## config.mk

```make
export PLATFORM = sky130hd
export DESIGN_NAME = chr_merge
export DESIGN_NICKNAME = d
export VERILOG_FILES = /design/src/rtl/chr_pkg.sv /design/src/rtl/chr_merge.sv
export SDC_FILE = /design/constraint.sdc
export NUM_CORES = 1
export LEC_CHECK = 0
export BUFFER_PORTS_ARGS = -buffer_cell sky130_fd_sc_hd__buf_2
export CORE_MARGIN = 3
export CORE_UTILIZATION = 42
export CTS_CLUSTER_SIZE = 12
export DETAILED_ROUTE_END_ITERATION = 8
export PLACE_DENSITY = 0.82
export SLEW_MARGIN = 25
export SYNTH_ARGS = -nofsm -noshare
export SYNTH_HDL_FRONTEND = slang
export SYNTH_SLANG_ARGS = --single-unit
```

## constraint.sdc

```tcl
create_clock -name clk_i -period 0.8 [get_ports clk_i]
set_input_delay 0.08 -clock clk_i [delete_from_list [all_inputs] [get_ports clk_i]]
set_output_delay 0.08 -clock clk_i [all_outputs]
set_load 0.05 [all_outputs]
```

## src/rtl/chr_pkg.sv

```systemverilog
package chr_pkg;

  localparam int unsigned SAMPLE_BITS_DEF     = 24;
  localparam int unsigned PHASE_FRAC_BITS_DEF = 24;
  localparam int unsigned TAPS                = 4;
  localparam int unsigned MAX_OUT             = 4;

  // Step ratio reset value, given in Q4.24 and rescaled to the phase format
  localparam longint unsigned STEP_RATIO_RESET_Q24 = 64'd18260915;
  localparam int unsigned     RESET_FRAC_BITS      = 24;

  // Register indexes
  localparam logic REG_STEP_RATIO   = 1'b0;
  localparam logic REG_RIGHT_ENABLE = 1'b1;

endpackage

```

## src/rtl/chr_merge.sv

```systemverilog
module chr_merge #(
  parameter int unsigned SAMPLE_BITS = chr_pkg::SAMPLE_BITS_DEF
) (
  input  logic                   clk_i,
  input  logic                   rst_ni,
  input  logic                   load_i,
  input  logic [SAMPLE_BITS-1:0] left_i,
  input  logic [SAMPLE_BITS-1:0] right_i,
  input  logic                   right_en_i,
  input  logic                   last_i,
  output logic                   free_o,
  output logic                   out_valid_o,
  input  logic                   out_ready_i,
  output logic [SAMPLE_BITS-1:0] left_o,
  output logic [SAMPLE_BITS-1:0] right_o,
  output logic                   last_o
);
  import chr_pkg::*;

  logic                   valid_q;
  logic [SAMPLE_BITS-1:0] left_q, right_q;
  logic                   last_q;

  assign free_o = !valid_q || out_ready_i;

  always_ff @(posedge clk_i or negedge rst_ni) begin
    if (!rst_ni) begin
      valid_q <= 1'b0;
    end else if (load_i) begin
      valid_q <= 1'b1;
    end else if (out_ready_i) begin
      valid_q <= 1'b0;
    end
  end

  always_ff @(posedge clk_i) begin
    if (load_i) begin
      left_q  <= left_i;
      right_q <= right_en_i ? right_i : '0;
      last_q  <= last_i;
    end
  end

  assign out_valid_o = valid_q;
  assign left_o      = left_q;
  assign right_o     = right_q;
  assign last_o      = last_q;

endmodule

```

==> reports/qor.txt <==
die area: 0.004861 mm^2
first-pass detailed-route iteration total: 4
switching pwr: 1.833 mW
final instance count without filler cells: 266
Max Slew Vio Count: 0
Cell Rows: 22
# Max-Cap Violations: 0
Crit-path slowest cell: dfrtp_2
Synthesized Nets: 132
Post-Place Setup Slack: -2.809 ps
Worst-Margin Slew: 279.5 ps
fin area: 0.003005 mm^2
failing checks: negative setup slack
launch point of the worst hold path: right_i[3]
Power Internal: 4.429 mW
total CTS buffers: 5
CTS max path bufs: 2
post-synthesis cell type count: 6
Worst Path Buf+Inv: 1
Switching Share: 0.2928
Syn Area/Cell: 21.86 um^2
synthesized cell area: 0.001705 mm^2
worst-case vdd ir drop: 1.220 mV
Post-Place Cell Area: 0.002320 mm^2
die height: 69.72 um
H-tree Lvls: 2
port buffer count: 104
clock share of power: 0.235
initial core utilization: 0.4489
top cells by area in the synthesized netlist: edfxtp_1 86%, and2_2 8.4%, and2_1 1.8%
Fillers: 214
sequential share of power: 0.513
Worst EP arrival: 960 ps
GRT Resource Usage Total: 0.1957
DRT antenna net count: 0
DR WL/cell: 16.86 um
leakage power: 1.283 nW
dpl cells: 231
initial antenna violation count: 0
# nets final: 271
vias in the first global route: 1375
# IOs: 105
Final HPWL DP: 2743 um
status: finished, violations left
most frequent cells in the layout: 53 x buf_2, 49 x edfxtp_1, 49 x buf_6
cell taking the most area after synthesis: edfxtp_1
Max Fclk: 0.9611 GHz
Worst path top cell family by delay: flip-flops
crit path launch: out_valid_o
final wirelength: 4484 um
PwrDens: 2084 mW/mm^2
Critical R2R Launch: out_valid_o
fin crit share: 1.301
hold slack final: 67.00 ps
post-synth top area share: 0.8628
largest stage delay on the critical path: 430 ps
CP Launch Type: flop
vias: 1234
Max-slew headroom: 0.8137
FF+latch count, synth: 50
Final Worst Setup Slack: -240.5 ps
Clock Root Buffer: clkbuf_8
total gr overflow: 0
routed vias/inst: 4.639
commonest non-fill, non-tap cell in the layout: buf_2
Final Skew: 0 ps
Die X: 69.72 um
synth-to-layout area growth: 76.23%
first-pass GRT wire length: 7017 um
final hold viol count: 0
min-delay worst type: in2reg
drt drc: 0
core box area: 0.003799 mm^2
largest net degree at the start of global routing: 26
n_diodes: 0
register area share after synthesis: 0.8775
Comb pwr share: 0.252
RSZ-0062 raised after global routing: true
YS warnings: 0
min cycle time layout: 1040 ps
WP data required: 720 ps
Clock Sinks: 50
Initial DRC Count: 69
# setup viols final: 51
Gate Count Post-Synth: 78
worst path cell trace: nand2b_4, buf_8
Crit. End Element: output pin
RD Place Congestion: 0.6822
CP max FO: 2
CTS tree: yes
path type of the worst setup path: reg2out
Worst-Skew Late Latency: 290 ps
layout cells sized above 1: 0.6284
clock slew at reported path FFs: 90 ps
## repair_timing
item / in CTS / in global routing
endpoints found under the hold margin: 26 / 0
buffers inserted: 1 / 0
resized for setup: 102 / 1
hold buffers: 26 / 0
setup endpoints to repair: 51 / 52
## cell usage after synthesis
master     n
buf_6      2
and2_1     5
edfxtp_1  49
dfrtp_1    1
and2_2    19
nand2b_1   2
## worst paths after layout
path                          endpoint  slack, ps  cells after the start
setup / recovery                free_o       -240                      2
hold / removal              right_o[3]         70                      2
max in group asynchronous  out_valid_o        610                      2
setup reg to reg           out_valid_o         10                      3
hold reg to reg            out_valid_o        690                      3
min in group asynchronous  out_valid_o        100                      2
## worst register-to-register path, stage by stage (launching register included)
cell and delay [ps]:
dfrtp_2 430, nand2b_4 90, buf_4 120, nand2b_4 50
## registers in the layout, summed over array words and instances, names as in the netlist
signal	flops
last_o	1
left_o	24
out_valid_o	1
right_o	24
## routing by layer
layer,global-route usage,vias to the layer above,wire (um)
met1,0.2056,597,1596
met5,0,-,0
met4,0.09574,0,121
met2,0.3517,69,2415
li1,-,559,-
met3,0.06087,9,351
## layout make-up
| class | instances | area (um^2) | area share |
|---|---|---|---|
| flip-flops and latches | 50 | 1498 | 0.4983 |
| repair buffers | 134 | 1155 | 0.3843 |
| multi-input cells | 26 | 201.4 | 0.06703 |
| clock buffers | 7 | 86.33 | 0.02873 |
| well taps | 48 | 60.06 | 0.01998 |
| clock inverters | 1 | 5.005 | 0.001665 |
## per-stage QoR
step / power (mW) / util / setup TNS, ps
3_5_place_dp: 4.427 / 0.6107 / -2.809
3_3_place_gp: 4.402 / 0.6107 / 0
6_report: 6.262 / 0.7912 / -7180
4_1_cts: 6.271 / 0.7892 / -7448
5_1_grt: 6.504 / 0.7912 / -9367
2_1_floorplan: 4.032 / - / -103.2
## logic make-up after synthesis
logic type | Yosys count | share of synthesized area
flip-flops | 50 | 0.8775
buffers and inverters | 2 | 0.01321
AND/OR/NAND/NOR | 26 | 0.1093
## power groups by stage
stage | registers [mW] | logic [mW] | clock network (mW)
floorplan | 3.95 | 0.0860 | 0
global placement | 3.20 | 1.20 | 0
detailed placement | 3.21 | 1.21 | 0
CTS | 3.21 | 1.56 | 1.50
global route | 3.23 | 1.63 | 1.64
finish | 3.21 | 1.58 | 1.47
Note: power is estimated with default switching activity, not from simulation.
