<file path="src/rtl/chr_pkg.sv">
package chr_pkg;

  localparam int unsigned SAMPLE_BITS_DEF     = 24;
  localparam int unsigned PHASE_FRAC_BITS_DEF = 24;
  localparam int unsigned TAPS                = 4;
  localparam int unsigned MAX_OUT             = 4;

  // Step ratio reset value, given in Q4.24 and rescaled to the phase format
  localparam longint unsigned STEP_RATIO_RESET_Q24 = 64'd18260915;
  localparam int unsigned     RESET_FRAC_BITS      = 24;

  // Register indexes
  localparam logic REG_STEP_RATIO   = 1'b0;
  localparam logic REG_RIGHT_ENABLE = 1'b1;

endpackage

</file>
<file path="src/rtl/chr_lane.sv">
module chr_lane #(
  parameter int unsigned SAMPLE_BITS     = chr_pkg::SAMPLE_BITS_DEF,
  parameter int unsigned PHASE_FRAC_BITS = chr_pkg::PHASE_FRAC_BITS_DEF
) (
  input  logic                                          clk_i,
  input  logic                                          rst_ni,
  input  logic                                          start_i,
  input  logic [chr_pkg::TAPS-1:0][SAMPLE_BITS-1:0]     taps_i,
  input  logic [PHASE_FRAC_BITS-1:0]                    t_i,
  output logic                                          done_o,
  output logic [SAMPLE_BITS-1:0]                        result_o
);
  import chr_pkg::*;

  localparam int unsigned AW   = SAMPLE_BITS + 5;
  localparam int unsigned LO   = PHASE_FRAC_BITS / 2;
  localparam int unsigned HI   = PHASE_FRAC_BITS - LO;
  localparam int unsigned PLW  = AW + LO + 1;
  localparam int unsigned PHW  = AW + HI + 1;
  localparam int unsigned SW   = AW + HI + 2;

  localparam logic signed [AW-1:0] ONE_S = AW'(64'sd1);
  localparam logic signed [AW-1:0] SMAX  = AW'((64'sd1 <<< (SAMPLE_BITS - 1)) - 64'sd1);
  localparam logic signed [AW-1:0] SMIN  = -SMAX - ONE_S;

  localparam logic [1:0] CS_IDLE = 2'd0;
  localparam logic [1:0] CS_LO   = 2'd1;
  localparam logic [1:0] CS_HI   = 2'd2;
  localparam logic [1:0] CS_FIN  = 2'd3;

  logic [1:0]                 state_q;
  logic [1:0]                 step_q;
  logic signed [AW-1:0]       acc_q, b_q, c_q, d_q;
  logic [PHASE_FRAC_BITS-1:0] t_q;
  logic signed [PLW-1:0]      plo_q;
  logic [SAMPLE_BITS-1:0]     res_q;
  logic                       done_q;

  logic signed [AW-1:0]  x0, x1, x2, x3;
  logic signed [AW-1:0]  a_c, b_c, c_c, d_c;
  logic signed [PLW-1:0] plo;
  logic signed [PHW-1:0] phi;
  logic signed [SW-1:0]  psum, pshift;
  logic signed [AW-1:0]  addend, acc_d, rnd;
  logic [SAMPLE_BITS-1:0] sat;

  assign x0 = AW'($signed(taps_i[0]));
  assign x1 = AW'($signed(taps_i[1]));
  assign x2 = AW'($signed(taps_i[2]));
  assign x3 = AW'($signed(taps_i[3]));

  // Twice the Catmull-Rom coefficients
  assign a_c = (x3 - x0) + ((x1 - x2) <<< 1) + (x1 - x2);
  assign b_c = (x0 <<< 1) - ((x1 <<< 2) + x1) + (x2 <<< 2) - x3;
  assign c_c = x2 - x0;
  assign d_c = x1 <<< 1;

  // acc * t split into two half-width products, floor division by 2^F overall
  assign plo    = acc_q * $signed({1'b0, t_q[LO-1:0]});
  assign phi    = acc_q * $signed({1'b0, t_q[PHASE_FRAC_BITS-1:LO]});
  assign psum   = SW'(phi) + SW'(plo_q >>> LO);
  assign pshift = psum >>> HI;

  always_comb begin
    case (step_q)
      2'd0:    addend = b_q;
      2'd1:    addend = c_q;
      default: addend = d_q;
    endcase
  end

  assign acc_d = AW'(pshift) + addend;

  // Round half up, then clamp to the sample range
  assign rnd = (acc_q + ONE_S) >>> 1;

  always_comb begin
    if (rnd > SMAX) begin
      sat = SMAX[SAMPLE_BITS-1:0];
    end else if (rnd < SMIN) begin
      sat = SMIN[SAMPLE_BITS-1:0];
    end else begin
      sat = rnd[SAMPLE_BITS-1:0];
    end
  end

  always_ff @(posedge clk_i or negedge rst_ni) begin
    if (!rst_ni) begin
      state_q <= CS_IDLE;
      step_q  <= 2'd0;
      done_q  <= 1'b0;
    end else if (start_i) begin
      state_q <= CS_LO;
      step_q  <= 2'd0;
      done_q  <= 1'b0;
    end else begin
      unique case (state_q)
        CS_LO:  state_q <= CS_HI;
        CS_HI: begin
          if (step_q == 2'd2) begin
            state_q <= CS_FIN;
          end else begin
            step_q  <= step_q + 2'd1;
            state_q <= CS_LO;
          end
        end
        CS_FIN: begin
          done_q  <= 1'b1;
          state_q <= CS_IDLE;
        end
        default: state_q <= CS_IDLE;
      endcase
    end
  end

  always_ff @(posedge clk_i) begin
    if (start_i) begin
      acc_q <= a_c;
      b_q   <= b_c;
      c_q   <= c_c;
      d_q   <= d_c;
      t_q   <= t_i;
    end else if (state_q == CS_LO) begin
      plo_q <= plo;
    end else if (state_q == CS_HI) begin
      acc_q <= acc_d;
    end else if (state_q == CS_FIN) begin
      res_q <= sat;
    end
  end

  assign done_o   = done_q;
  assign result_o = res_q;

endmodule

</file>
<file path="config.mk">
export PLATFORM = sky130hd
export DESIGN_NAME = chr_lane
export DESIGN_NICKNAME = d
export VERILOG_FILES = /design/src/rtl/chr_pkg.sv /design/src/rtl/chr_lane.sv
export SDC_FILE = /design/constraint.sdc
export NUM_CORES = 2
export LEC_CHECK = 0
export BUFFER_PORTS_ARGS = -buffer_cell sky130_fd_sc_hd__buf_2
export CELL_PAD_IN_SITES_DETAIL_PLACEMENT = 0
export CELL_PAD_IN_SITES_GLOBAL_PLACEMENT = 2
export CORE_ASPECT_RATIO = 0.7
export CORE_MARGIN = 2
export CORE_UTILIZATION = 42
export CTS_CLUSTER_SIZE = 10
export DETAILED_ROUTE_END_ITERATION = 16
export PLACE_DENSITY_LB_ADDON = 0.1
export SLEW_MARGIN = 10
export SYNTH_ARGS = -nofsm -noshare
export SYNTH_HDL_FRONTEND = slang
export SYNTH_SLANG_ARGS = --single-unit
</file>
<file path="constraint.sdc">
create_clock -name clk_i -period 9.9 [get_ports clk_i]
set_clock_uncertainty 0.05 [all_clocks]
set_input_delay 0.495 -clock clk_i [delete_from_list [all_inputs] [get_ports clk_i]]
set_output_delay 0.495 -clock clk_i [all_outputs]
set_load 0.05 [all_outputs]
</file>
==> flow_summary_export.csv <==
group,metric,value,unit
sta,worst_slew_pin_slew,1.079,ns
cells_and_area,fin_cells,5641,
sta,grt_setup_unrepaired,"false",
clocking,post-cts-setup-buffers,0,
sta,fin_crit,9.389,ns
cells_and_area,synthToLayoutAreaGrowth,7.531,%
cells_and_area,drive_gt1_share,7.284,%
synthesis,yosys_warnings,0,
synthesis,yosys-top-cells-area,"fa_1 39%, edfxtp_1 14%, ha_1 10%",
floorplanning,die_width,374.0,um
detailed_routing,finalWirelength,109200,um
run,maxCapViolations,0,
cells_and_area,layout_common_cells,"975 x inv_1, 776 x fa_1, 479 x nand2_1",
synthesis,ys_async_sr_fraction,2.632,%
worst_setup_path,slowest_stage,"edfxtp_1",
worst_setup_path,arrival,9.63,ns
worst_setup_path,end_kind,"flop",
synthesis,dominantRegCellSynth,"edfxtp_1",
synthesis,yosysTopAreaCellShare,38.59,%
clocking,cts_sinks,190,
clocking,insertion_delay,0.54,ns
synthesis,ys_ff_latch,190,
sta,post-route-period-util,94.84,%
clocking,clk_path_buf_depth,2,
worst_setup_path,required,10.14,ns
cells_and_area,ff_latch_area,5680,um2
global_routing,grt_max_degree,62,
floorplanning,num_io_pins,148,
placed_design,dp_cells,5608,
detailed_routing,drt_iter0_drc,1687,
cells_and_area,final_common_cell,"inv_1",
detailed_routing,num_vias,27770,
clocking,clk_pin_slew_worst_paths,0.10,ns
synthesis,synth.largest_area_cell,"fa_1",
sta,drv_slew,0,
worst_setup_path,worst_setup_path_start_kind,"flop",
synthesis,synth_edf_count,185,
detailed_routing,dr.pass1.iters,5,
floorplanning,num_rows,94,
cells_and_area,multi_input_area,30270,um2
outcome,run_status,"complete, no violations",
global_routing,grt_pass1_wl,175300,um
worst_setup_path,crit_top_cell,"fa_1",
floorplanning,core_area,94440,um2
worst_setup_path,cpPeakStageDelay,0.62,ns
clocking,cts_max_level,4,
cells_and_area,fillers,9365,
floorplanning,initial_core_util,42.63,%
hold_path,holdCritPathClass,"input pin to flop",
worst_setup_path,crit_type,"flop to flop",
sta,tns,0,ns
floorplanning,fp.dieH,263.0,um
clocking,cts_tree,"built",
global_routing,grt_overflow,0,
floorplanning,die-area,98380,um2
clocking,clock-root-buffer,"clkbuf_16",
sta,timing.fmax,106.5,MHz
worst_setup_path,critPathMaxFanout,16,
synthesis,ys_seq_area_share,14.11,%
synthesis,syn_inst,4293,
sta,slew_headroom,27.89,%
cells_and_area,antennaDiodeCount,0,
placed_design,place_hpwl,89210,um
global_routing,grt_pass1_vias,29170,
placed_design,gp_congestion,0.8456,
cells_and_area,nets,5606,
synthesis,syn_area,40260,um2
detailed_routing,drc,0,
global_routing,grtUsageTotal,23.38,%
global_routing,antenna_found_initial,2,
clocking,cts_made_buffers,17,
synthesis,syn_area_per_cell,9.377,um2
sta,setup_viol,0,
placed_design,portBuffers,147,
detailed_routing,postRouteAntennaNets,0,
sta,hold_violations,0,
detailed_routing,routedWlPerCell,19.35,um
detailed_routing,post_drt_via_cell_ratio,4.924,
synthesis,syn-num-nets,5519,
synthesis,ys_types,75,
## cell type report
type                       count  area share [%]
clock buffer                  17          0.9827
clock inverter                15          0.4596
inverter                     975           8.454
multi-input combinational   2951           69.92
sequential                   190           13.12
tap                         1248           3.607
timing repair buffer         245           3.454
## critical path, delay by kind of cell, from the launching register on
family	cells	cell delay (ns)
compound gates	11	2.55
xor+xnor	2	0.25
fa+ha+maj	8	3.66
buf+inv	7	0.79
flops	1	0.62
mux	1	0.25
simple gates	6	0.98
## Yosys cell counts, types with 8 or more instances
master / count
a211oi_1: 10
a21boi_0: 10
a21o_1: 55
a21oi_1: 131
a21oi_2: 8
a22oi_1: 23
a31oi_1: 12
and2_1: 367
and3_1: 28
and4_1: 10
buf_1: 8
buf_2: 8
clkbuf_1: 160
edfxtp_1: 185
fa_1: 776
ha_1: 327
inv_1: 975
nand2_1: 479
nand2b_1: 27
nand3_1: 45
nand4_1: 13
nor2_1: 126
nor2b_1: 26
nor3_1: 35
o21a_1: 27
o21ai_0: 94
o21ai_1: 10
o21bai_1: 17
or2_2: 11
xnor2_1: 119
xor2_1: 67
## registers in the layout (all words and copies together) (netlist names)
name / flops
result_o: 24
acc_q: 29
step_q: 2
b_q: 29
state_q: 2
c_q: 25
t_q: 24
plo_q: 30
done_o: 1
d_q: 24
## stage by stage
step                cell area [um2]  utilization (%)  setup slack (ns)  hold WS, ns
floorplan                     40260                -             1.510       0.1494
finish                        43290            45.84            0.5106      0.07603
global placement              42640            45.15            0.6851       0.2921
global route                  43290            45.84           0.02552      0.05210
CTS                           43280            45.82            0.5193      0.03960
detailed placement            42640            45.15            0.5668       0.2918
## cells by family (layout without fill, tap and decap cells)
kind of cell / Yosys count / count (layout) / share of synthesized area (%)
AO/OA/AOI/OAI: 462 / 462 / 7.441
flip-flops: 190 / 190 / 14.11
AND/OR/NAND/NOR: 1192 / 1192 / 14.67
buffers and inverters: 1152 / 1252 / 10.77
multiplexers: 8 / 8 / 0.2144
adder cells (fa/ha/maj): 1103 / 1103 / 48.75
XOR/XNOR: 186 / 186 / 4.047
## metal layers
metal,vias to the layer above,global-route usage [%],routed length [um]
li1,13290,-,-
met4,0,3.578,1126
met3,46,2.483,4420
met5,-,0,0
met1,13950,36.46,55890
met2,490,35.55,47740
## final timing paths
check	start	depth (start not counted)	to	slack, ns
worst max-delay path	t_q[13]	35	acc_q[28]	0.51
worst min-delay path	t_i[12]	1	t_q[12]	0.08
worst max register to register	t_q[13]	35	acc_q[28]	0.51
worst min register to register	step_q[0]	2	step_q[0]	0.51
max in group asynchronous	rst_ni	2	step_q[0]	9.38
min in group asynchronous	rst_ni	2	state_q[1]	0.26
## what timing repair did
item                                    in CTS  in global routing
endpoints found under the hold margin        5                  0
hold buffers                                 1                  0
gates resized for setup                      0                  1
endpoints found under the setup margin       0                  1
Power is left out: the tool's default activity adds up to more than one toggle a clock period on the data nets, which glitch-free logic cannot reach.
